### src/rtl/fspm_pkg.sv
`default_nettype none
package fspm_pkg;

    // Matcher phase
    typedef enum logic [1:0] {
        PH_SCAN = 2'd0,
        PH_PRE  = 2'd1,
        PH_WAIT = 2'd2,
        PH_POST = 2'd3
    } t_phase;

    // How a pattern element checks the operands
    typedef enum logic [2:0] {
        KD_NONE  = 3'd0,
        KD_ONE   = 3'd1,
        KD_TWO   = 3'd2,
        KD_IMM   = 3'd3,
        KD_HI    = 3'd4,
        KD_HIREG = 3'd5
    } t_kind;

    typedef struct packed {
        logic [3:0] mn;
        t_kind      kind;
        logic [4:0] r0;
        logic [4:0] r1;
    } t_elem;

    localparam int N_PRE  = 9;
    localparam int N_POST = 13;
    localparam int POST_DEPTH = 4;

    // Mnemonic classes
    localparam logic [3:0] MN_OTHER = 4'd0;
    localparam logic [3:0] MN_NOP   = 4'd1;
    localparam logic [3:0] MN_LEAVE = 4'd2;
    localparam logic [3:0] MN_RET   = 4'd3;
    localparam logic [3:0] MN_XOR   = 4'd4;
    localparam logic [3:0] MN_POP   = 4'd5;
    localparam logic [3:0] MN_PUSH  = 4'd6;
    localparam logic [3:0] MN_MOV   = 4'd7;
    localparam logic [3:0] MN_SUB   = 4'd8;
    localparam logic [3:0] MN_ENDBR = 4'd9;

    // Operand kinds
    localparam logic [1:0] OP_UNUSED = 2'd0;
    localparam logic [1:0] OP_REG    = 2'd1;
    localparam logic [1:0] OP_IMM    = 2'd2;

    // Register codes
    localparam logic [4:0] REG_NONE = 5'd0;
    localparam logic [4:0] REG_RAX  = 5'd1;
    localparam logic [4:0] REG_RBX  = 5'd4;
    localparam logic [4:0] REG_RSP  = 5'd5;
    localparam logic [4:0] REG_RBP  = 5'd6;
    localparam logic [4:0] REG_RDI  = 5'd8;
    localparam logic [4:0] REG_R12  = 5'd13;
    localparam logic [4:0] REG_R13  = 5'd14;
    localparam logic [4:0] REG_R14  = 5'd15;
    localparam logic [4:0] REG_R15  = 5'd16;
    localparam logic [4:0] REG_EAX  = 5'd17;

    // Pattern elements
    localparam t_elem EL_NULL      = '{MN_OTHER, KD_NONE, REG_NONE, REG_NONE};
    localparam t_elem EL_NOP       = '{MN_NOP, KD_NONE, REG_NONE, REG_NONE};
    localparam t_elem EL_LEAVE     = '{MN_LEAVE, KD_NONE, REG_NONE, REG_NONE};
    localparam t_elem EL_RET       = '{MN_RET, KD_NONE, REG_NONE, REG_NONE};
    localparam t_elem EL_XOR_EAX   = '{MN_XOR, KD_TWO, REG_EAX, REG_EAX};
    localparam t_elem EL_POP_RBX   = '{MN_POP, KD_ONE, REG_RBX, REG_NONE};
    localparam t_elem EL_POP_RBP   = '{MN_POP, KD_ONE, REG_RBP, REG_NONE};
    localparam t_elem EL_POP_R12   = '{MN_POP, KD_ONE, REG_R12, REG_NONE};
    localparam t_elem EL_POP_R13   = '{MN_POP, KD_ONE, REG_R13, REG_NONE};
    localparam t_elem EL_POP_R14   = '{MN_POP, KD_ONE, REG_R14, REG_NONE};
    localparam t_elem EL_POP_R15   = '{MN_POP, KD_ONE, REG_R15, REG_NONE};
    localparam t_elem EL_ENDBR     = '{MN_ENDBR, KD_NONE, REG_NONE, REG_NONE};
    localparam t_elem EL_PUSH_RBX  = '{MN_PUSH, KD_ONE, REG_RBX, REG_NONE};
    localparam t_elem EL_PUSH_RBP  = '{MN_PUSH, KD_ONE, REG_RBP, REG_NONE};
    localparam t_elem EL_PUSH_R12  = '{MN_PUSH, KD_ONE, REG_R12, REG_NONE};
    localparam t_elem EL_PUSH_R13  = '{MN_PUSH, KD_ONE, REG_R13, REG_NONE};
    localparam t_elem EL_PUSH_R14  = '{MN_PUSH, KD_ONE, REG_R14, REG_NONE};
    localparam t_elem EL_PUSH_R15  = '{MN_PUSH, KD_ONE, REG_R15, REG_NONE};
    localparam t_elem EL_PUSH_HI   = '{MN_PUSH, KD_HI, REG_NONE, REG_NONE};
    localparam t_elem EL_MOV_HIREG = '{MN_MOV, KD_HIREG, REG_NONE, REG_NONE};
    localparam t_elem EL_MOV_BP_SP = '{MN_MOV, KD_TWO, REG_RBP, REG_RSP};
    localparam t_elem EL_MOV_BP_DI = '{MN_MOV, KD_TWO, REG_RBP, REG_RDI};
    localparam t_elem EL_MOV_BX_DI = '{MN_MOV, KD_TWO, REG_RBX, REG_RDI};
    localparam t_elem EL_SUB_SP    = '{MN_SUB, KD_IMM, REG_RSP, REG_NONE};

    // End-of-function prepatterns
    localparam logic [1:0] PRE_LEN [N_PRE] = '{
        2'd1, 2'd2, 2'd2, 2'd2, 2'd2, 2'd2, 2'd2, 2'd2, 2'd2
    };
    localparam t_elem PRE_E0 [N_PRE] = '{
        EL_NOP, EL_LEAVE, EL_XOR_EAX, EL_POP_RBX, EL_POP_RBP,
        EL_POP_R12, EL_POP_R13, EL_POP_R14, EL_POP_R15
    };
    localparam t_elem PRE_E1 [N_PRE] = '{
        EL_NULL, EL_RET, EL_RET, EL_RET, EL_RET, EL_RET, EL_RET, EL_RET, EL_RET
    };

    // Prologue postpatterns
    localparam logic [2:0] POST_LEN [N_POST] = '{
        3'd1, 3'd3, 3'd4, 3'd3, 3'd2, 3'd2, 3'd3, 3'd3, 3'd3, 3'd3, 3'd3, 3'd2, 3'd2
    };
    localparam t_elem POST_E [N_POST][POST_DEPTH] = '{
        '{EL_ENDBR,    EL_NULL,      EL_NULL,      EL_NULL},
        '{EL_PUSH_R12, EL_PUSH_RBP,  EL_MOV_HIREG, EL_NULL},
        '{EL_PUSH_R12, EL_PUSH_RBP,  EL_PUSH_RBX,  EL_MOV_HIREG},
        '{EL_PUSH_R15, EL_PUSH_R14,  EL_PUSH_R13,  EL_NULL},
        '{EL_PUSH_R14, EL_PUSH_R13,  EL_NULL,      EL_NULL},
        '{EL_PUSH_R13, EL_PUSH_R12,  EL_NULL,      EL_NULL},
        '{EL_PUSH_HI,  EL_MOV_HIREG, EL_PUSH_RBP,  EL_NULL},
        '{EL_PUSH_HI,  EL_PUSH_HI,   EL_MOV_HIREG, EL_NULL},
        '{EL_PUSH_RBP, EL_MOV_BP_SP, EL_SUB_SP,    EL_NULL},
        '{EL_PUSH_RBP, EL_MOV_BP_SP, EL_PUSH_RBX,  EL_NULL},
        '{EL_PUSH_RBP, EL_MOV_BP_DI, EL_PUSH_RBX,  EL_NULL},
        '{EL_PUSH_RBX, EL_MOV_BX_DI, EL_NULL,      EL_NULL},
        '{EL_PUSH_RBX, EL_SUB_SP,    EL_NULL,      EL_NULL}
    };

    // Compare one decoded instruction against one pattern element
    function automatic logic elem_match(
        input t_elem      e,
        input logic [3:0] mn,
        input logic [1:0] k0,
        input logic [4:0] g0,
        input logic [1:0] k1,
        input logic [4:0] g1
    );
        logic hit;
        logic hi0;
        logic gp1;
        hi0 = (g0 >= REG_R12) && (g0 <= REG_R15);
        gp1 = (g1 >= REG_RAX) && (g1 <= REG_R15);
        unique case (e.kind)
            KD_ONE:   hit = (k0 == OP_REG) && (k1 == OP_UNUSED) && (g0 == e.r0);
            KD_TWO:   hit = (k0 == OP_REG) && (k1 == OP_REG) && (g0 == e.r0)
                            && (g1 == e.r1);
            KD_IMM:   hit = (k0 == OP_REG) && (k1 == OP_IMM) && (g0 == e.r0);
            KD_HI:    hit = (k0 == OP_REG) && hi0;
            KD_HIREG: hit = (k0 == OP_REG) && (k1 == OP_REG) && hi0 && gp1;
            default:  hit = 1'b1;
        endcase
        return (mn == e.mn) && hit;
    endfunction

endpackage
`default_nettype wire

### src/rtl/function_start_pattern_matcher_unit.sv
// Function start pattern matcher.
// Input channel (i_valid / o_stall): one decoded x86-64 instruction per
// request, with its decode status, address, mnemonic class and operands.
// A request is taken at a clock edge with i_valid high and o_stall low.
// Output channel (o_valid / i_stall): one function start address per
// request that completes a prologue after an end-of-function pattern.
// Most requests produce no result.
// Throughput: one request per cycle while o_stall is low; the pattern
// tables are compared in parallel and the matcher state updates in the same cycle.
// A result is registered into the output entry when the request that
// completes it is taken, or into the skid entry while the output is held.
// The result side is a two-entry register pair (output plus skid): while
// the receiver stalls, one more result can land in the skid entry, and
// o_stall rises only while the skid entry is occupied.
// Reset (i_rst_n low, synchronous) returns the matcher to scanning,
// clears the candidate address and empties both result entries.
`default_nettype none
module function_start_pattern_matcher_unit #(
    parameter int ADDR_BITS = 64
) (
    input  wire logic                 i_clk,
    input  wire logic                 i_rst_n,
    // request channel
    input  wire logic                 i_valid,
    output logic                      o_stall,
    input  wire logic                 i_decode_ok,
    input  wire logic [ADDR_BITS-1:0] i_insn_address,
    input  wire logic [3:0]           i_mnemonic_class,
    input  wire logic [1:0]           i_first_kind,
    input  wire logic [4:0]           i_first_reg,
    input  wire logic [1:0]           i_second_kind,
    input  wire logic [4:0]           i_second_reg,
    // result channel
    output logic                      o_valid,
    input  wire logic                 i_stall,
    output logic [ADDR_BITS-1:0]      o_func_addr
);
    import fspm_pkg::*;

    // Matcher state
    t_phase               r_phase, n_phase;
    logic [3:0]           r_sel, n_sel;
    logic [1:0]           r_idx, n_idx;
    logic [ADDR_BITS-1:0] r_cand, n_cand;

    // Result entries
    logic                 r_out_valid, n_out_valid;
    logic [ADDR_BITS-1:0] r_out_addr, n_out_addr;
    logic                 r_skid_valid, n_skid_valid;
    logic [ADDR_BITS-1:0] r_skid_addr, n_skid_addr;

    logic                 accept;
    logic                 pop;
    logic                 res_valid;
    logic [ADDR_BITS-1:0] res_addr;

    // Table searches on the first element
    logic                 pre_found;
    logic [3:0]           pre_sel;
    logic                 post_found;
    logic [3:0]           post_sel;

    // Element currently followed
    logic [3:0]           pre_i;
    logic [3:0]           post_i;
    t_elem                pre_el;
    t_elem                post_el;
    logic                 pre_hit;
    logic                 post_hit;
    logic [1:0]           pre_next;
    logic [2:0]           post_next;

    assign accept  = i_valid && !o_stall;
    assign pop     = r_out_valid && !i_stall;
    assign o_stall = r_skid_valid;
    assign o_valid = r_out_valid;
    assign o_func_addr = r_out_addr;

    // First pattern in each table whose opening instruction matches
    always_comb begin
        pre_found  = 1'b0;
        pre_sel    = '0;
        post_found = 1'b0;
        post_sel   = '0;
        for (int i = 0; i < N_PRE; i++) begin
            if (!pre_found && elem_match(PRE_E0[i], i_mnemonic_class, i_first_kind,
                                         i_first_reg, i_second_kind, i_second_reg)) begin
                pre_found = 1'b1;
                pre_sel   = 4'(i);
            end
        end
        for (int i = 0; i < N_POST; i++) begin
            if (!post_found && elem_match(POST_E[i][0], i_mnemonic_class, i_first_kind,
                                          i_first_reg, i_second_kind, i_second_reg)) begin
                post_found = 1'b1;
                post_sel   = 4'(i);
            end
        end
    end

    // Next element of the pattern being followed; an out-of-range select
    // falls back to the first pattern
    always_comb begin
        pre_i    = (r_sel < 4'(N_PRE)) ? r_sel : 4'd0;
        post_i   = (r_sel < 4'(N_POST)) ? r_sel : 4'd0;
        pre_el   = r_idx[0] ? PRE_E1[pre_i] : PRE_E0[pre_i];
        post_el  = POST_E[post_i][r_idx];
        pre_hit  = ({1'b0, r_idx[0]} < PRE_LEN[pre_i])
                   && elem_match(pre_el, i_mnemonic_class, i_first_kind, i_first_reg,
                                 i_second_kind, i_second_reg);
        post_hit = ({1'b0, r_idx} < POST_LEN[post_i])
                   && elem_match(post_el, i_mnemonic_class, i_first_kind, i_first_reg,
                                 i_second_kind, i_second_reg);
        pre_next  = {1'b0, r_idx[0]} + 2'd1;
        post_next = {1'b0, r_idx} + 3'd1;
    end

    // Matcher next state
    always_comb begin
        n_phase   = r_phase;
        n_sel     = r_sel;
        n_idx     = r_idx;
        n_cand    = r_cand;
        res_valid = 1'b0;
        res_addr  = r_cand;
        if (accept) begin
            if (!i_decode_ok) begin
                // drop back to scanning, keep the candidate
                n_phase = PH_SCAN;
                n_sel   = '0;
                n_idx   = '0;
            end else begin
                unique case (r_phase)
                    PH_SCAN: begin
                        n_phase = PH_SCAN;
                        n_sel   = '0;
                        n_idx   = '0;
                        if (pre_found) begin
                            n_idx = 2'd1;
                            if (PRE_LEN[pre_sel] == 2'd1) begin
                                n_phase = PH_WAIT;
                            end else begin
                                n_sel   = pre_sel;
                                n_phase = PH_PRE;
                            end
                        end
                    end
                    PH_PRE: begin
                        if (pre_hit) begin
                            n_idx = pre_next;
                            if (pre_next >= PRE_LEN[pre_i]) begin
                                n_phase = PH_WAIT;
                            end
                        end else begin
                            n_phase = PH_SCAN;
                            n_sel   = '0;
                            n_idx   = '0;
                        end
                    end
                    PH_WAIT: begin
                        n_phase = PH_SCAN;
                        n_sel   = '0;
                        n_idx   = '0;
                        if (post_found) begin
                            n_cand = i_insn_address;
                            if (POST_LEN[post_sel] == 3'd1) begin
                                // single-instruction prologue: emit now
                                res_valid = 1'b1;
                                res_addr  = i_insn_address;
                            end else begin
                                n_idx   = 2'd1;
                                n_sel   = post_sel;
                                n_phase = PH_POST;
                            end
                        end
                    end
                    PH_POST: begin
                        if (post_hit && (post_next >= POST_LEN[post_i])) begin
                            n_phase   = PH_SCAN;
                            n_sel     = '0;
                            n_idx     = '0;
                            res_valid = 1'b1;
                            res_addr  = r_cand;
                        end else if (post_hit) begin
                            n_idx = post_next[1:0];
                        end else begin
                            n_phase = PH_SCAN;
                            n_sel   = '0;
                            n_idx   = '0;
                        end
                    end
                endcase
            end
        end
    end

    // Result entries: output register with one skid entry behind it
    always_comb begin
        n_out_valid  = r_out_valid;
        n_out_addr   = r_out_addr;
        n_skid_valid = r_skid_valid;
        n_skid_addr  = r_skid_addr;
        if (r_skid_valid) begin
            // no new result can arrive; advance the skid entry on pop
            if (pop) begin
                n_out_addr   = r_skid_addr;
                n_skid_valid = 1'b0;
            end
        end else if (!r_out_valid || pop) begin
            n_out_valid = res_valid;
            if (res_valid) begin
                n_out_addr = res_addr;
            end
        end else if (res_valid) begin
            // output held by the receiver: park the result
            n_skid_valid = 1'b1;
            n_skid_addr  = res_addr;
        end
    end

    always_ff @(posedge i_clk) begin
        if (!i_rst_n) begin
            r_phase      <= PH_SCAN;
            r_sel        <= '0;
            r_idx        <= '0;
            r_cand       <= '0;
            r_out_valid  <= 1'b0;
            r_skid_valid <= 1'b0;
        end else begin
            r_phase      <= n_phase;
            r_sel        <= n_sel;
            r_idx        <= n_idx;
            r_cand       <= n_cand;
            r_out_valid  <= n_out_valid;
            r_skid_valid <= n_skid_valid;
        end
    end

    always_ff @(posedge i_clk) begin
        r_out_addr  <= n_out_addr;
        r_skid_addr <= n_skid_addr;
    end

    // The skid entry is only ever filled behind a held output
    a_skid_behind_out: assert property (@(posedge i_clk) disable iff (!i_rst_n)
        r_skid_valid |-> r_out_valid)
        else $error("skid entry occupied with empty output register");

    // A failed decode always returns the matcher to scanning
    a_fail_scans: assert property (@(posedge i_clk) disable iff (!i_rst_n)
        (accept && !i_decode_ok) |=> (r_phase == PH_SCAN && r_idx == 2'd0))
        else $error("matcher not scanning after failed decode");

    // Inside a prologue the select points at a multi-instruction entry
    a_post_sel: assert property (@(posedge i_clk) disable iff (!i_rst_n)
        (r_phase == PH_POST) |-> (r_sel != 4'd0 && r_sel < 4'(N_POST) && r_idx != 2'd0))
        else $error("bad postpattern select in prologue phase");

    // A held result is never lost or replaced
    a_hold_out: assert property (@(posedge i_clk) disable iff (!i_rst_n)
        (r_out_valid && i_stall) |=> (r_out_valid && $stable(r_out_addr)))
        else $error("stalled result changed or dropped");

    // A parked result moves to the output when the receiver takes one
    a_skid_drain: assert property (@(posedge i_clk) disable iff (!i_rst_n)
        (r_skid_valid && !i_stall) |=> (!r_skid_valid && r_out_valid
                                        && r_out_addr == $past(r_skid_addr)))
        else $error("skid entry did not advance");

endmodule
`default_nettype wire
### config.mk
export PLATFORM = sky130hd
export DESIGN_NAME = function_start_pattern_matcher_unit
export DESIGN_NICKNAME = d
export VERILOG_FILES = /design/src/rtl/fspm_pkg.sv /design/src/rtl/function_start_pattern_matcher_unit.sv
export SDC_FILE = /design/constraint.sdc
export NUM_CORES = 1
export LEC_CHECK = 0
export BUFFER_PORTS_ARGS = -buffer_cell sky130_fd_sc_hd__buf_4
export CAP_MARGIN = 20
export CORE_ASPECT_RATIO = 0.75
export CORE_MARGIN = 10
export CORE_UTILIZATION = 30
export DETAILED_ROUTE_END_ITERATION = 7
export HOLD_SLACK_MARGIN = 0.15
export SLEW_MARGIN = 40
export SYNTH_ARGS = -nofsm -noshare
export SYNTH_HDL_FRONTEND = slang
export SYNTH_SLANG_ARGS = --single-unit
### constraint.sdc
create_clock -name i_clk -period 18.6 [get_ports i_clk]
set_input_delay 3.72 -clock i_clk [delete_from_list [all_inputs] [get_ports i_clk]]
set_output_delay 3.72 -clock i_clk [all_outputs]
set_load 0.1 [all_outputs]
==> impl_metrics.csv, run 1 <==
group,metric,value,unit
clock_tree,clk_path_buf_depth,3,
clock_tree,post_cts_buffers,0,
sta,period_share,38.1,%
sta,slew_violations,0,
min_path,hp-class,"register to register",
synthesis,synth_most_common_cell,"nand2_1",
worst_setup_path,cp_max_fo,65,
layout,area_delta_synth_final,20.9,%
synthesis,synthTopCellsByArea,"edfxtp_1, dfxtp_1, mux2_2, nand2_1, a21oi_1",
sta,slew_headroom,47.3,%
synthesis,syn_nets,1108,
floorplan,dieArea,0.0436,mm^2
worst_setup_path,criticalPathCategory,"primary input to register",
synthesis,synth_cell_types,79,
layout,nFillCells,3445,
floorplan,start_util,30.6,%
routing,dr.first_iter.drc_count,764,
clock_tree,root_buffer,"clkbuf_16",
layout,diodes,0,
grt,overflow,0,
worst_setup_path,required,18.83,ns
worst_setup_path,startpoint_type,"primary input",
floorplan,core,0.0349,mm^2
synthesis,synthCells,1000,
sta,worst_pin_slew,0.791,ns
floorplan,fp.dieH,183,um
worst_setup_path,endpoint_kind,"register",
synthesis,synthArstFlopShare,0,%
sta,skew,0.00852,ns
grt,grt_use_total,13.6,%
clock_tree,clkLatencyLatePin,0.49,ns
clock_tree,cts_sinks,202,
routing,wirelength,31100,um
synthesis,synth.top_cell.area_share,36.0,%
grt,grt_max_degree,66,
worst_setup_path,arrival,7.31,ns
sta,rsz0062_at_grt,"no",
flow_run,cap_violations,0,
floorplan,die_x,238,um
power_and_ir_drop,ir_drop,0.0504,mV
clock_tree,cts_resized,0,
clock_tree,h-tree-depth,1,
sta,hold_violations,0,
layout,utilization,37.0,%
clock_tree,cts_made_buffers,20,
floorplan,ioPinCount,153,
synthesis,yosysSeqAreaShare,49.9,%
routing,drc_errors,0,
routing,vias,8233,
place,gp_congestion,0.886,
synthesis,synth_ff_type,"edfxtp_1",
clock_tree,clk_pin_slew,0.06,ns
place,place_hpwl,21000,um
clock_tree,cts_tree,"yes",
sta,max_freq,141,MHz
routing,post_drt_wl_per_cell,19.6,um
place,io_buffers,152,
grt,antenna_found_initial,0,
synthesis,synth_seq_cells,202,
layout,design_area,0.0129,mm^2
routing,ant_nets,0,
clock_tree,ctsHoldBuffers,0,
status,status,"complete, no violations",
layout,layout-drive-gt1-share,30.3,%
power_and_ir_drop,p_leak,4.73,nW
sta,finalSetupTns,0,ns
synthesis,synth.largest_area_cell,"edfxtp_1",
grt,grt_pass1_vias,8035,
routing,first_pass_iters,5,
synthesis,yosys-top-cells-count,"nand2_1, edfxtp_1, mux2_2",
synthesis,syn_area,0.0107,mm^2
grt,grt_pass1_wl,47700,um
sta,setup_violations,0,
place,dpl-instance-area,0.0122,mm^2
power_and_ir_drop,power_density,71.9,mW/mm^2
synthesis,synth_edf_count,128,
routing,drt-vias-per-instance,5.18,
synthesis,yosysWarnings,0,
sta,period_minus_slack,7.08,ns
layout,nets,1227,
synthesis,syn_area_per_cell,10.7,um^2
floorplan,rows,59,
-- kinds of logic (layout without fill, tap and decap cells) --
kind of cell               after synthesis  in the layout  synth area share, %
xor gates and xnor gates                13             13                 1.07
DFF                                    202            202                 49.9
and+or+nand+nor                        321            321                 14.8
AOI/OAI and AO/OA                      219            219                 13.6
buffers and inverters                   91            224                 3.77
muxes                                  133            133                 14.5
adders and majority gates               21             21                 2.46
-- metrics by stage --
stage	hold slack, ns	setup slack (ns)	instances	total power [mW]
6_report	0.452	11.52	1590	0.929
5_1_grt	0.467	11.37	1590	0.967
4_1_cts	0.453	11.37	1590	0.943
3_5_place_dp	0.444	10.86	1554	0.523
3_3_place_gp	0.438	10.67	1554	0.523
2_1_floorplan	0.433	9.23	1000	0.498
-- path summary, 6_finish.rpt --
path,from,end,slack (ns),cells past startpoint
hold reg to reg,r_cand[57]$_SDFFE_PN0P_,r_cand[57]$_SDFFE_PN0P_,0.45,2
setup reg to reg,r_sel[2]$_SDFFE_PN0P_,o_func_addr[47]$_DFFE_PP_,13.53,13
setup / recovery,i_first_reg[3],o_func_addr[36]$_DFFE_PP_,11.52,11
hold / removal,r_cand[57]$_SDFFE_PN0P_,r_cand[57]$_SDFFE_PN0P_,0.45,2
-- report_power, final --
part	internal [mW]	leakage, nW	total, mW	switching (mW)
clock network	0.250	0.330	0.415	0.165
logic	0.0188	2.62	0.0428	0.0239
registers	0.471	1.78	0.471	0.000175
total	0.740	4.73	0.929	0.189
-- worst max-delay path, stage by stage --
cell	delay, ns
buf_4	0.17
or3b_2	0.51
mux2i_1	0.44
a21oi_1	0.21
o2bb2ai_4	0.22
and3_2	0.22
buf_6	0.48
nand2_4	0.28
buf_6	0.37
mux2_4	0.38
mux2_2	0.27
-- layout by cell type, fill, tap and decap left out, types with 5 or more instances in the layout --
cell	n
nor3_1	16
inv_1	21
clkbuf_1	6
o211ai_1	14
o21ai_0	25
nand3_1	12
nand2_1	171
nor2_1	30
clkbuf_16	21
a211oi_1	11
dfxtp_1	74
mux2i_1	5
mux2_2	112
a21oi_1	95
or3_1	5
a311oi_1	6
edfxtp_1	128
ha_1	21
nor2b_1	10
a31oi_1	11
nand4_1	7
nor3b_1	5
nand2b_1	15
xnor2_1	12
nor4_1	8
buf_4	161
mux2_4	16
o31ai_1	5
-- layout make-up --
type                    count  area (um^2)  area share [%]
multi-input cells         707         5000            38.7
clock inverters             5         72.6           0.562
repair buffers            165         1250            9.71
flip-flops and latches    202         5330            41.2
clock buffers              31          603            4.67
inverters                  23         86.3           0.669
well taps                 457          572            4.43
-- flip-flops by register name (all words and copies together) (netlist names) --
name,cells
o_func_addr,64
o_stall,1
o_valid,1
r_cand,64
r_idx,2
r_phase,2
r_sel,4
r_skid_addr,64
-- routing by layer --
layer | up-vias | track usage, % | part of all wire, % | wire length [um]
met3 | 29 | 2.73 | 5.6 | 1740
met2 | 259 | 20.3 | 43 | 13400
li1 | 3944 | - | - | -
met4 | 0 | 2.38 | 1.2 | 386
met5 | - | 0 | 0 | 0
met1 | 4001 | 20.0 | 50 | 15600
No activity file was read; power rests on OpenSTA's default activity.
==> run 2: changes to the inputs <==
==> constraint.sdc (replaced) <==
create_clock -name i_clk -period 6.55 [get_ports i_clk]
set_input_delay 1.31 -clock i_clk [delete_from_list [all_inputs] [get_ports i_clk]]
set_output_delay 1.31 -clock i_clk [all_outputs]
set_load 0.1 [all_outputs]
==> run 2 against run 1 <==
  * Sequential share of layout area fell by 0.42 points
  * Sequential power increased to 2.8 times the previous value
  * Utilization up 0.38 points
  * Via count rose by 0.77%
  * Non-clock buffer count is 4 higher
  * Hold slack worse by 0.00099 ns
  * Largest cell class unchanged
==> impl_metrics.csv, run 2 (synthesis results as in run 1) <==
group,metric,value,unit
routing,post_drt_wl_per_cell,19.8,um
routing,wirelength,31600,um
worst_setup_path,startpoint_type,"register",
sta,period_minus_slack,4.77,ns
layout,layout-drive-gt1-share,30.9,%
power_and_ir_drop,power_density,208,mW/mm^2
grt,antenna_found_initial,0,
floorplan,ioPinCount,153,
routing,drt-vias-per-instance,5.20,
routing,first_pass_iters,5,
clock_tree,cts_sinks,202,
sta,worst_pin_slew,0.844,ns
sta,hold_violations,0,
sta,skew,0.00877,ns
sta,period_share,72.8,%
grt,grt_pass1_wl,48200,um
grt,grt_pass1_vias,8143,
place,gp_congestion,0.904,
floorplan,start_util,30.6,%
routing,vias,8296,
flow_run,cap_violations,0,
place,dp.cells,1557,
layout,final_cell_mix,"nand2_1, buf_4, edfxtp_1",
sta,setup_violations,0,
layout,diodes,0,
floorplan,core,0.0349,mm^2
sta,rsz0062_at_grt,"no",
routing,dr.first_iter.drc_count,626,
status,status,"complete, no violations",
grt,grt_use_total,13.8,%
worst_setup_path,reg2reg_from,"r_sel[0]$_SDFFE_PN0P_",
power_and_ir_drop,p_leak,4.78,nW
floorplan,die_x,238,um
routing,ant_nets,0,
sta,slew_headroom,43.3,%
floorplan,fp.dieH,183,um
place,place_hpwl,21500,um
worst_setup_path,criticalPathCategory,"register to register",
routing,drc_errors,0,
clock_tree,clk_path_buf_depth,3,
clock_tree,cts_tree,"yes",
worst_setup_path,cp_max_fo,64,
clock_tree,clk_pin_slew,0.07,ns
grt,grt_max_degree,65,
worst_setup_path,arrival,4.92,ns
min_path,hp-start,"r_cand[62]$_SDFFE_PN0P_",
clock_tree,cts_resized,0,
clock_tree,h-tree-depth,1,
floorplan,rows,59,
worst_setup_path,required,6.70,ns
layout,final_common_cell,"nand2_1",
clock_tree,root_buffer,"clkbuf_16",
grt,overflow,0,
sta,max_freq,210,MHz
worst_setup_path,critPathLaunch,"r_sel[0]$_SDFFE_PN0P_",
sta,holdWs,0.451,ns
clock_tree,ctsHoldBuffers,0,
place,io_buffers,152,
sta,slew_violations,0,
layout,nets,1231,
worst_setup_path,endpoint_kind,"register",
layout,area_delta_synth_final,22.1,%
sta,finalSetupTns,0,ns
clock_tree,cts_made_buffers,20,
layout,fin_cells,1594,
power_and_ir_drop,ir_drop,0.142,mV
clock_tree,clkLatencyLatePin,0.50,ns
clock_tree,post_cts_buffers,0,
min_path,hp-class,"register to register",
floorplan,dieArea,0.0436,mm^2
run 2: changes by cell type in the layout (fill, tap and decap cells not counted):
cell and delta:
clkbuf_1 -5, bufinv_16 +1, clkinvlp_4 +2, buf_4 +3, buf_6 -4, inv_6 +1
clkinv_2 -1, nor4b_1 +1, nand2_4 -1, nand2_8 +1, buf_12 +4, buf_8 +1
clkbuf_8 +2, nor4b_2 -1
run 2: power by group:
| part | switching (mW) | internal [mW] |
|---|---|---|
| Sequential | 0.00121 | 1.34 |
| Clock | 0.488 | 0.772 |
| Combinational | 0.0669 | 0.0535 |
| Total | 0.556 | 2.16 |
run 2: final timing paths:
| kind | to | slack (ns) | cells after the start |
|---|---|---|---|
| setup / recovery | o_func_addr[30]$_DFFE_PP_ | 1.78 | 12 |
| hold / removal | r_cand[62]$_SDFFE_PN0P_ | 0.45 | 2 |
| hold reg to reg | r_cand[62]$_SDFFE_PN0P_ | 0.45 | 2 |
| setup reg to reg | o_func_addr[30]$_DFFE_PP_ | 1.78 | 12 |
run 2: cell type report:
cell class | count | area [um^2]
clock buffers | 28 | 612
multi-input cells | 707 | 5000
fillers | 3411 | 21900
inverters | 23 | 86.3
clock inverters | 8 | 121
well taps | 457 | 572
repair buffers | 169 | 1330
flip-flops and latches | 202 | 5330
run 2: metal layers:
metal	track usage [%]	part of all wire, %	vias to the layer above
met3	3.01	6.2	43
met1	19.5	48	4041
li1	-	-	3938
met5	0	0	-
met4	3.07	1.9	0
met2	21.2	44	274
run 2: worst max-delay path, stage by stage, from the launching register on:
cell and delay (ns):
dfxtp_1 0.31, buf_4 0.26, nand2_1 0.20, ha_1 0.54, a21boi_0 0.22, a211oi_1 0.53
o32ai_1 0.19, nor4_1 0.40, o211ai_1 0.24, o41ai_4 0.50, nand3_2 0.25, a32oi_4 0.32
buf_12 0.34
run 2: metrics by stage:
step                      util (%)  cell area, um^2  power [mW]  setup slack, ns
final                         37.4            13000        2.72             1.78
after global routing          37.4            13000        2.81             1.41
after CTS                     37.3            13000        2.75             1.55
after detailed placement      35.2            12300        1.49             1.58
after global placement        35.2            12300        1.49             1.55
after floorplan                  -            10700        1.41            0.902
